File: src/design/tpc_pkg.sv
`timescale 1ns / 1ps
`default_nettype none

package tpc_pkg;

  // default converter resolution
  localparam int unsigned SAMPLE_BITS_DEF = 12;

  // pressure gate
  localparam int unsigned PRESS_THRESH = 100;

  // register reset values for the screen size
  localparam int unsigned SCREEN_W_RST = 320;
  localparam int unsigned SCREEN_H_RST = 240;

  // divider pipeline: quotient bits are split evenly over these stages
  localparam int unsigned DIV_STAGES = 3;
  // lane depth: operand stage, product stage, divider stages
  localparam int unsigned LANE_DEPTH = DIV_STAGES + 2;

  // APB register map, one word per register
  localparam int unsigned PADDR_W = 5;

  typedef enum logic [2:0] {
    REG_X_CAL_MIN = 3'd0,
    REG_X_CAL_MAX = 3'd1,
    REG_Y_CAL_MIN = 3'd2,
    REG_Y_CAL_MAX = 3'd3,
    REG_SCREEN_W  = 3'd4,
    REG_SCREEN_H  = 3'd5,
    REG_INVERT_X  = 3'd6,
    REG_INVERT_Y  = 3'd7
  } reg_idx_e;

endpackage

`default_nettype wire

File: src/design/tpc_regs.sv
`timescale 1ns / 1ps
`default_nettype none

module tpc_regs import tpc_pkg::*; #(
  parameter int unsigned SAMPLE_BITS = SAMPLE_BITS_DEF
) (
  input  wire logic                   clk_i,
  input  wire logic                   rst_ni,
  input  wire logic                   psel,
  input  wire logic                   penable,
  input  wire logic                   pwrite,
  input  wire logic [PADDR_W-1:0]     paddr,
  input  wire logic [31:0]            pwdata,
  output logic      [31:0]            prdata,
  output logic                        pready,
  output logic      [SAMPLE_BITS-1:0] x_cal_min_o,
  output logic      [SAMPLE_BITS-1:0] x_cal_max_o,
  output logic      [SAMPLE_BITS-1:0] y_cal_min_o,
  output logic      [SAMPLE_BITS-1:0] y_cal_max_o,
  output logic      [SAMPLE_BITS-1:0] screen_width_o,
  output logic      [SAMPLE_BITS-1:0] screen_height_o,
  output logic                        invert_x_o,
  output logic                        invert_y_o
);

  localparam int unsigned N = SAMPLE_BITS;

  logic [N-1:0] x_cal_min_q, x_cal_max_q, y_cal_min_q, y_cal_max_q;
  logic [N-1:0] screen_width_q, screen_height_q;
  logic         invert_x_q, invert_y_q;
  reg_idx_e     idx;
  logic         wr_en;

  assign pready = 1'b1;
  assign idx    = reg_idx_e'(paddr[PADDR_W-1:2]);
  assign wr_en  = psel & penable & pwrite & pready;

  // register writes
  always_ff @(posedge clk_i or negedge rst_ni) begin
    if (!rst_ni) begin
      x_cal_min_q     <= '0;
      x_cal_max_q     <= '1;
      y_cal_min_q     <= '0;
      y_cal_max_q     <= '1;
      screen_width_q  <= N'(SCREEN_W_RST);
      screen_height_q <= N'(SCREEN_H_RST);
      invert_x_q      <= 1'b0;
      invert_y_q      <= 1'b0;
    end else if (wr_en) begin
      unique case (idx)
        REG_X_CAL_MIN: x_cal_min_q     <= pwdata[N-1:0];
        REG_X_CAL_MAX: x_cal_max_q     <= pwdata[N-1:0];
        REG_Y_CAL_MIN: y_cal_min_q     <= pwdata[N-1:0];
        REG_Y_CAL_MAX: y_cal_max_q     <= pwdata[N-1:0];
        REG_SCREEN_W:  screen_width_q  <= pwdata[N-1:0];
        REG_SCREEN_H:  screen_height_q <= pwdata[N-1:0];
        REG_INVERT_X:  invert_x_q      <= pwdata[0];
        REG_INVERT_Y:  invert_y_q      <= pwdata[0];
        default:       ;
      endcase
    end
  end

  // read mux
  always_comb begin
    unique case (idx)
      REG_X_CAL_MIN: prdata = 32'(x_cal_min_q);
      REG_X_CAL_MAX: prdata = 32'(x_cal_max_q);
      REG_Y_CAL_MIN: prdata = 32'(y_cal_min_q);
      REG_Y_CAL_MAX: prdata = 32'(y_cal_max_q);
      REG_SCREEN_W:  prdata = 32'(screen_width_q);
      REG_SCREEN_H:  prdata = 32'(screen_height_q);
      REG_INVERT_X:  prdata = 32'(invert_x_q);
      REG_INVERT_Y:  prdata = 32'(invert_y_q);
      default:       prdata = '0;
    endcase
  end

  assign x_cal_min_o     = x_cal_min_q;
  assign x_cal_max_o     = x_cal_max_q;
  assign y_cal_min_o     = y_cal_min_q;
  assign y_cal_max_o     = y_cal_max_q;
  assign screen_width_o  = screen_width_q;
  assign screen_height_o = screen_height_q;
  assign invert_x_o      = invert_x_q;
  assign invert_y_o      = invert_y_q;

endmodule

`default_nettype wire

File: src/design/tpc_lane.sv
`timescale 1ns / 1ps
`default_nettype none

// One axis: invert, offset, scale by screen size, divide by calibration span, clamp.
module tpc_lane import tpc_pkg::*; #(
  parameter int unsigned SAMPLE_BITS = SAMPLE_BITS_DEF
) (
  input  wire logic                   clk_i,
  input  wire logic                   rst_ni,
  input  wire logic                   valid_i,
  input  wire logic [SAMPLE_BITS-1:0] raw_i,
  input  wire logic                   invert_i,
  input  wire logic [SAMPLE_BITS-1:0] cal_lo_i,
  input  wire logic [SAMPLE_BITS-1:0] cal_hi_i,
  input  wire logic [SAMPLE_BITS-1:0] size_i,
  output logic                        valid_o,
  output logic      [SAMPLE_BITS-1:0] pos_o
);

  localparam int unsigned N   = SAMPLE_BITS;
  localparam int unsigned BPS = (N + DIV_STAGES - 1) / DIV_STAGES;
  localparam int unsigned QW  = BPS * DIV_STAGES;
  localparam int unsigned RX  = N + QW;

  // ---------------- operand stage ----------------
  logic [N-1:0] mx;
  logic [N:0]   diff, span, ndiff, nspan;
  logic [N-1:0] a_absd_q, a_abssp_q, a_size_q;
  logic         a_neg_q, a_zsp_q, a_vld_q;

  assign mx    = invert_i ? ~raw_i : raw_i;
  assign diff  = {1'b0, mx} - {1'b0, cal_lo_i};
  assign span  = {1'b0, cal_hi_i} - {1'b0, cal_lo_i};
  assign ndiff = -diff;
  assign nspan = -span;

  always_ff @(posedge clk_i) begin
    a_absd_q  <= diff[N] ? ndiff[N-1:0] : diff[N-1:0];
    a_abssp_q <= span[N] ? nspan[N-1:0] : span[N-1:0];
    a_neg_q   <= diff[N] ^ span[N];
    a_zsp_q   <= (cal_lo_i == cal_hi_i);
    a_size_q  <= size_i;
  end

  // ---------------- product stage and divider state ----------------
  logic [2*N-1:0] prod;
  logic           ovf;

  logic [RX-1:0] rem_q [DIV_STAGES];
  logic [N-1:0]  div_q [DIV_STAGES];
  logic [QW-1:0] quo_q [1:DIV_STAGES];
  logic [N-1:0]  size_q [DIV_STAGES+1];
  logic          neg_q [DIV_STAGES+1];
  logic          zsp_q [DIV_STAGES+1];
  logic          ovf_q [DIV_STAGES+1];
  logic          vld_q [DIV_STAGES+1];

  assign prod = (2*N)'(a_absd_q) * (2*N)'(a_size_q);
  // quotient would not fit in N bits: saturates to size
  assign ovf  = prod >= {a_abssp_q, {N{1'b0}}};

  always_ff @(posedge clk_i) begin
    rem_q[0]  <= RX'(prod);
    div_q[0]  <= a_abssp_q;
    size_q[0] <= a_size_q;
    neg_q[0]  <= a_neg_q;
    zsp_q[0]  <= a_zsp_q;
    ovf_q[0]  <= ovf;
  end

  // valid chain
  always_ff @(posedge clk_i or negedge rst_ni) begin
    if (!rst_ni) begin
      a_vld_q <= 1'b0;
      for (int k = 0; k <= DIV_STAGES; k++) begin
        vld_q[k] <= 1'b0;
      end
    end else begin
      a_vld_q  <= valid_i;
      vld_q[0] <= a_vld_q;
      for (int k = 1; k <= DIV_STAGES; k++) begin
        vld_q[k] <= vld_q[k-1];
      end
    end
  end

  // ---------------- restoring divider, BPS quotient bits per stage ----------------
  for (genvar s = 1; s <= DIV_STAGES; s++) begin : g_div
    logic [QW-1:0] quo_in;
    logic [RX-1:0] rem_d;
    logic [QW-1:0] quo_d;

    if (s == 1) begin : g_first
      assign quo_in = '0;
    end else begin : g_next
      assign quo_in = quo_q[s-1];
    end

    always_comb begin
      logic [RX-1:0] dsh;
      rem_d = rem_q[s-1];
      quo_d = quo_in;
      for (int j = 0; j < BPS; j++) begin
        dsh = RX'(div_q[s-1]) << (QW - 1 - ((s - 1) * BPS + j));
        if (rem_d >= dsh) begin
          rem_d = rem_d - dsh;
          quo_d[QW - 1 - ((s - 1) * BPS + j)] = 1'b1;
        end
      end
    end

    always_ff @(posedge clk_i) begin
      quo_q[s]  <= quo_d;
      size_q[s] <= size_q[s-1];
      neg_q[s]  <= neg_q[s-1];
      zsp_q[s]  <= zsp_q[s-1];
      ovf_q[s]  <= ovf_q[s-1];
    end

    if (s < DIV_STAGES) begin : g_fwd
      always_ff @(posedge clk_i) begin
        rem_q[s] <= rem_d;
        div_q[s] <= div_q[s-1];
      end
    end
  end

  // ---------------- clamp ----------------
  logic sat;
  assign sat     = ovf_q[DIV_STAGES] | (quo_q[DIV_STAGES] > QW'(size_q[DIV_STAGES]));
  assign valid_o = vld_q[DIV_STAGES];

  always_comb begin
    priority if (zsp_q[DIV_STAGES] || neg_q[DIV_STAGES]) begin
      pos_o = '0;
    end else if (sat) begin
      pos_o = size_q[DIV_STAGES];
    end else begin
      pos_o = quo_q[DIV_STAGES][N-1:0];
    end
  end

endmodule

`default_nettype wire

File: src/design/touch_pressure_calibrate_map.sv
// Pipeline: a request accepted at a clock edge passes the operand stage, product stage,
// three divider stages and merge register before its result shows.
// Throughput: one request per cycle; busy is never raised, and the result
// strobe is a single cycle that the receiver cannot stall.
// Reset: rst_ni clears the pipeline valids and loads the register reset values.
`timescale 1ns / 1ps
`default_nettype none

module touch_pressure_calibrate_map import tpc_pkg::*; #(
  parameter int unsigned SAMPLE_BITS = SAMPLE_BITS_DEF
) (
  input  wire logic                   clk_i,
  input  wire logic                   rst_ni,
  // request
  input  wire logic                   start,
  output logic                        busy,
  input  wire logic [SAMPLE_BITS-1:0] z1_reading_i,
  input  wire logic [SAMPLE_BITS-1:0] z2_reading_i,
  input  wire logic [SAMPLE_BITS-1:0] x_reading_i,
  input  wire logic [SAMPLE_BITS-1:0] y_reading_i,
  // result
  output logic                        res_valid_o,
  output logic      [SAMPLE_BITS-1:0] pos_x_o,
  output logic      [SAMPLE_BITS-1:0] pos_y_o,
  output logic      [SAMPLE_BITS-1:0] raw_x_out_o,
  output logic      [SAMPLE_BITS-1:0] raw_y_out_o,
  output logic      [SAMPLE_BITS:0]   pressure_out_o,
  output logic                        touched_o,
  // configuration
  input  wire logic                   psel,
  input  wire logic                   penable,
  input  wire logic                   pwrite,
  input  wire logic [PADDR_W-1:0]     paddr,
  input  wire logic [31:0]            pwdata,
  output logic      [31:0]            prdata,
  output logic                        pready
);

  localparam int unsigned N = SAMPLE_BITS;

  logic         accept;
  logic [N-1:0] x_cal_min, x_cal_max, y_cal_min, y_cal_max;
  logic [N-1:0] screen_width, screen_height;
  logic         invert_x, invert_y;
  logic         lx_valid, ly_valid;
  logic [N-1:0] lx_pos, ly_pos;

  assign busy   = 1'b0;
  assign accept = start & ~busy;

  tpc_regs #(.SAMPLE_BITS(SAMPLE_BITS)) u_regs (
    .clk_i           (clk_i),
    .rst_ni          (rst_ni),
    .psel            (psel),
    .penable         (penable),
    .pwrite          (pwrite),
    .paddr           (paddr),
    .pwdata          (pwdata),
    .prdata          (prdata),
    .pready          (pready),
    .x_cal_min_o     (x_cal_min),
    .x_cal_max_o     (x_cal_max),
    .y_cal_min_o     (y_cal_min),
    .y_cal_max_o     (y_cal_max),
    .screen_width_o  (screen_width),
    .screen_height_o (screen_height),
    .invert_x_o      (invert_x),
    .invert_y_o      (invert_y)
  );

  // x and y lanes
  tpc_lane #(.SAMPLE_BITS(SAMPLE_BITS)) u_lane_x (
    .clk_i    (clk_i),
    .rst_ni   (rst_ni),
    .valid_i  (accept),
    .raw_i    (x_reading_i),
    .invert_i (invert_x),
    .cal_lo_i (x_cal_min),
    .cal_hi_i (x_cal_max),
    .size_i   (screen_width),
    .valid_o  (lx_valid),
    .pos_o    (lx_pos)
  );

  tpc_lane #(.SAMPLE_BITS(SAMPLE_BITS)) u_lane_y (
    .clk_i    (clk_i),
    .rst_ni   (rst_ni),
    .valid_i  (accept),
    .raw_i    (y_reading_i),
    .invert_i (invert_y),
    .cal_lo_i (y_cal_min),
    .cal_hi_i (y_cal_max),
    .size_i   (screen_height),
    .valid_o  (ly_valid),
    .pos_o    (ly_pos)
  );

  // pressure and raw readings ride alongside the lanes
  logic [N:0]   press;
  logic [N-1:0] rx_sq [LANE_DEPTH];
  logic [N-1:0] ry_sq [LANE_DEPTH];
  logic [N:0]   pr_sq [LANE_DEPTH];

  assign press = {1'b0, z1_reading_i} + {1'b0, {N{1'b1}}} - {1'b0, z2_reading_i};

  always_ff @(posedge clk_i) begin
    rx_sq[0] <= x_reading_i;
    ry_sq[0] <= y_reading_i;
    pr_sq[0] <= press;
    for (int k = 1; k < LANE_DEPTH; k++) begin
      rx_sq[k] <= rx_sq[k-1];
      ry_sq[k] <= ry_sq[k-1];
      pr_sq[k] <= pr_sq[k-1];
    end
  end

  // merge: pressure gate over both lanes
  logic         touch;
  logic         res_valid_q;
  logic [N-1:0] pos_x_q, pos_y_q, raw_x_q, raw_y_q;
  logic [N:0]   press_q;
  logic         touched_q;

  assign touch = pr_sq[LANE_DEPTH-1] >= (N+1)'(PRESS_THRESH);

  always_ff @(posedge clk_i or negedge rst_ni) begin
    if (!rst_ni) begin
      res_valid_q <= 1'b0;
    end else begin
      res_valid_q <= lx_valid;
    end
  end

  always_ff @(posedge clk_i) begin
    pos_x_q   <= touch ? lx_pos : '0;
    pos_y_q   <= touch ? ly_pos : '0;
    raw_x_q   <= touch ? rx_sq[LANE_DEPTH-1] : '0;
    raw_y_q   <= touch ? ry_sq[LANE_DEPTH-1] : '0;
    press_q   <= touch ? pr_sq[LANE_DEPTH-1] : '0;
    touched_q <= touch;
  end

  assign res_valid_o    = res_valid_q;
  assign pos_x_o        = pos_x_q;
  assign pos_y_o        = pos_y_q;
  assign raw_x_out_o    = raw_x_q;
  assign raw_y_out_o    = raw_y_q;
  assign pressure_out_o = press_q;
  assign touched_o      = touched_q;

  // lanes stay in lockstep
  a_lanes_aligned: assert property (@(posedge clk_i) disable iff (!rst_ni)
    lx_valid == ly_valid)
    else $error("x and y lanes out of step");

  // every request gives exactly one result at the pipeline output
  a_latency: assert property (@(posedge clk_i) disable iff (!rst_ni)
    accept |-> ##6 res_valid_o)
    else $error("result missing after request");

  a_no_spurious: assert property (@(posedge clk_i) disable iff (!rst_ni)
    res_valid_o |-> $past(accept, 6))
    else $error("result without request");

  // no touch clears the whole result
  a_untouched_zero: assert property (@(posedge clk_i) disable iff (!rst_ni)
    (res_valid_o && !touched_o) |->
      (pos_x_o == '0 && pos_y_o == '0 && raw_x_out_o == '0 &&
       raw_y_out_o == '0 && pressure_out_o == '0))
    else $error("untouched result not cleared");

endmodule

`default_nettype wire
File: config.mk
export PLATFORM = sky130hd
export DESIGN_NAME = touch_pressure_calibrate_map
export DESIGN_NICKNAME = d
export VERILOG_FILES = /design/src/design/tpc_pkg.sv /design/src/design/tpc_regs.sv /design/src/design/tpc_lane.sv /design/src/design/touch_pressure_calibrate_map.sv
export SDC_FILE = /design/constraint.sdc
export NUM_CORES = 2
export LEC_CHECK = 0
export BUFFER_PORTS_ARGS = -buffer_cell sky130_fd_sc_hd__buf_2
export CAP_MARGIN = 20
export CORE_ASPECT_RATIO = 1.1
export CORE_UTILIZATION = 60
export DETAILED_ROUTE_END_ITERATION = 8
export PLACE_DENSITY = 0.89
export SLEW_MARGIN = 25
export SYNTH_ARGS = -nofsm -noshare
export SYNTH_HDL_FRONTEND = slang
export SYNTH_SLANG_ARGS = --single-unit
File: constraint.sdc
create_clock -name clk_i -period 15.8 [get_ports clk_i]
set_input_delay 3.16 -clock clk_i [delete_from_list [all_inputs] [get_ports clk_i]]
set_output_delay 3.16 -clock clk_i [all_outputs]
set_load 0.1 [all_outputs]
==> results.toml <==
[status]
status = "finished clean"

[logic_synthesis]
synth-edff-count = 0
synth_ff_type = "dfxtp_1"
netlist_area_um2 = 51430
syn_inst = 5637
synth.distinct_cells = 120
yosys_warnings = 0
ys_seq_area_share_pct = 31.49
ys_ff_latch = 787
async_flop_share_pct = 10.17
syn_avg_cell_area_um2 = 9.124

[critical_path]
start_kind = "register"
endpoint_kind = "register"
cpMostUsedCell = "o21ai_0"
crit_type = "reg -> reg"
crit_path_top_delay_cell = "and3_1"
max_stage_delay_ns = 0.62
r2r_slack_ns = 2.70
worstPathArrival_ns = 13.63
r2r-start = "u_lane_x.div_q[0][1]"
r2r_cells = 52
cp_max_fo = 22
cp-endpoint = "u_lane_x.rem_q[0][34]"
worstSetupStartpoint = "u_lane_x.div_q[0][1]"
regToRegEndpoint = "u_lane_x.rem_q[0][34]"
crit_required_ns = 16.32

[finish]
layout_common_cells = "707 x dfxtp_1, 597 x inv_1, 524 x ha_1"
final_common_cell = "dfxtp_1"
area_growth_pct = 8.563
drive_gt1_share_pct = 9.608
nets = 6576
postLayoutCellArea_um2 = 55830
final_core_util_pct = 65.75

[drt]
drc = 0
routed_wl_um = 129600
vias_per_cell = 5.994
post_drt_wl_per_cell_um = 18.68
ant_nets = 0
via_count = 41600
drt_iter0_markers = 3038
firstDrtPassIters = 8

[sta]
holdWs_ns = 0.3206
fmax_mhz = 76.32
fin_setup_tns_ns = 0
final-setup-viol-count = 0
fin_crit_sh_pct = 82.93
timing.slew.headroom_pct = 41.22
hold_viol_final = 0
slew_violations = 0
rsz0062_at_grt = "false"
final.min_clock_period_ns = 13.10
clock_skew_ns = 0.03755
worst_slew_pin_slew_ns = 0.8817

[floorplanning]
pin_count = 188
rows = 112
die_w_um = 281.2
core-area_um2 = 84920
fp.dieH_um = 309.1
die_area_um2 = 86890
start_util_pct = 60.56

[cts]
hold_buffers = 0
cts.htree.levels = 3
insertion_delay_ns = 0.66
clkSlewWorstSetupHoldPaths_ns = 0.07
cts_setup_buffers = 0
cts_buffers = 78
cts_resized = 0
cts-root-buf = "clkbuf_16"
cts.sinks = 787
cts_max_path_buffers = 3
cts_tree = "yes"

[placement]
port_buffers = 143
placed_cell_area_um2 = 53070
place.gp.congestion = 0.9539
hpwlAfterDp_um = 96310

[global_route]
grt_max_degree = 81
grt_pass1_vias = 42920
grt_usage_pct = 29.81
antenna_found_initial = 7
overflow = 0
grt_pass1_wl_um = 210500

[worst_hold_path]
hold_depth = 0
holdCritPathClass = "reg -> reg"

[job]
cap_violations = 0
## how the worst min path moves through the flow
| stage | start | end | slack, ns |
|---|---|---|---|
| after floorplan | pr_sq[0][0] | pr_sq[0][13] | 0.31 |
| after global placement | u_lane_y.quo_q[0][34] | u_lane_y.quo_q[0][46] | 0.31 |
| after detailed placement | pr_sq[0][41] | pr_sq[0][54] | 0.31 |
| after CTS | pr_sq[0][23] | pr_sq[0][36] | 0.32 |
| after global routing | u_lane_y.size_q[1][1] | u_lane_y.size_q[2][1] | 0.33 |
| final | pr_sq[0][23] | pr_sq[0][36] | 0.32 |
## routing by layer
metal / wire length [um] / track usage [%] / vias to the layer above / share of wire, %
met4: 8102 / 17.66 / 4 / 6.2
met1: 49950 / 33.51 / 19710 / 39
met2: 62700 / 52.50 / 1793 / 48
li1: - / - / 19510 / -
met5: 24 / 0 / - / 0.019
met3: 8858 / 5.446 / 594 / 6.8
## Yosys cell counts (127+ instances only)
master | n | area share [%]
inv_1 | 597 | 4.4
nor2_1 | 339 | 2.5
o21ai_0 | 275 | 2.7
mux2_2 | 131 | 2.9
xnor2_1 | 229 | 3.9
a21o_1 | 127 | 1.9
dfxtp_1 | 707 | 28
a21oi_1 | 288 | 2.8
fa_1 | 227 | 8.8
ha_1 | 524 | 13
nand2_1 | 515 | 3.8
and2_1 | 158 | 1.9
## state kept, by name, summed over array words and instances (netlist names), 13 cells and up
name / flops
pr_sq: 65
pressure_out_o: 13
rx_sq: 60
ry_sq: 60
u_lane_x.div_q: 36
u_lane_x.quo_q: 24
u_lane_x.rem_q: 72
u_lane_x.size_q: 48
u_lane_y.div_q: 36
u_lane_y.quo_q: 24
u_lane_y.rem_q: 72
u_lane_y.size_q: 48
## worst max-delay path: cells and delay by family, from the launching register on
| family | cells | cell delay, ns |
|---|---|---|
| AO/OA/AOI/OAI | 31 | 7.07 |
| adder cells (fa/ha/maj) | 4 | 1.44 |
| buffers and inverters | 4 | 0.96 |
| flip-flops | 1 | 0.38 |
| multiplexers | 1 | 0.40 |
| AND/OR/NAND/NOR | 12 | 2.69 |
## cell type report
type	instances	area, um2
multi-input combinational	4101	32340
tap	1140	1426
inverter	608	2285
sequential	787	16190
timing repair buffer	158	834.6
clock inverter	43	580.6
fill	6184	29090
antenna	4	10.01
clock buffer	100	2167
## metrics by stage
| stage | cells | worst slack, ns |
|---|---|---|
| global route | 6937 | 1.401 |
| detailed placement | 6794 | 2.996 |
| finish | 6941 | 2.697 |
| floorplan | 5657 | 4.531 |
| CTS | 6937 | 2.844 |
| global placement | 6794 | 3.316 |
## kinds of logic after synthesis
| kind of cell | count (synthesis) | synth area share [%] |
|---|---|---|
| xor+xnor | 344 | 5.858 |
| mux | 227 | 4.997 |
| fa+ha+maj | 751 | 21.58 |
| other cells | 2 | 0.01460 |
| compound gates | 1155 | 14.63 |
| flops | 787 | 31.49 |
| buf+inv | 769 | 5.856 |
| simple gates | 1602 | 15.58 |
Power is not shown: default switching activity piles up to over one toggle a cycle in this logic, so the estimate is an artifact.
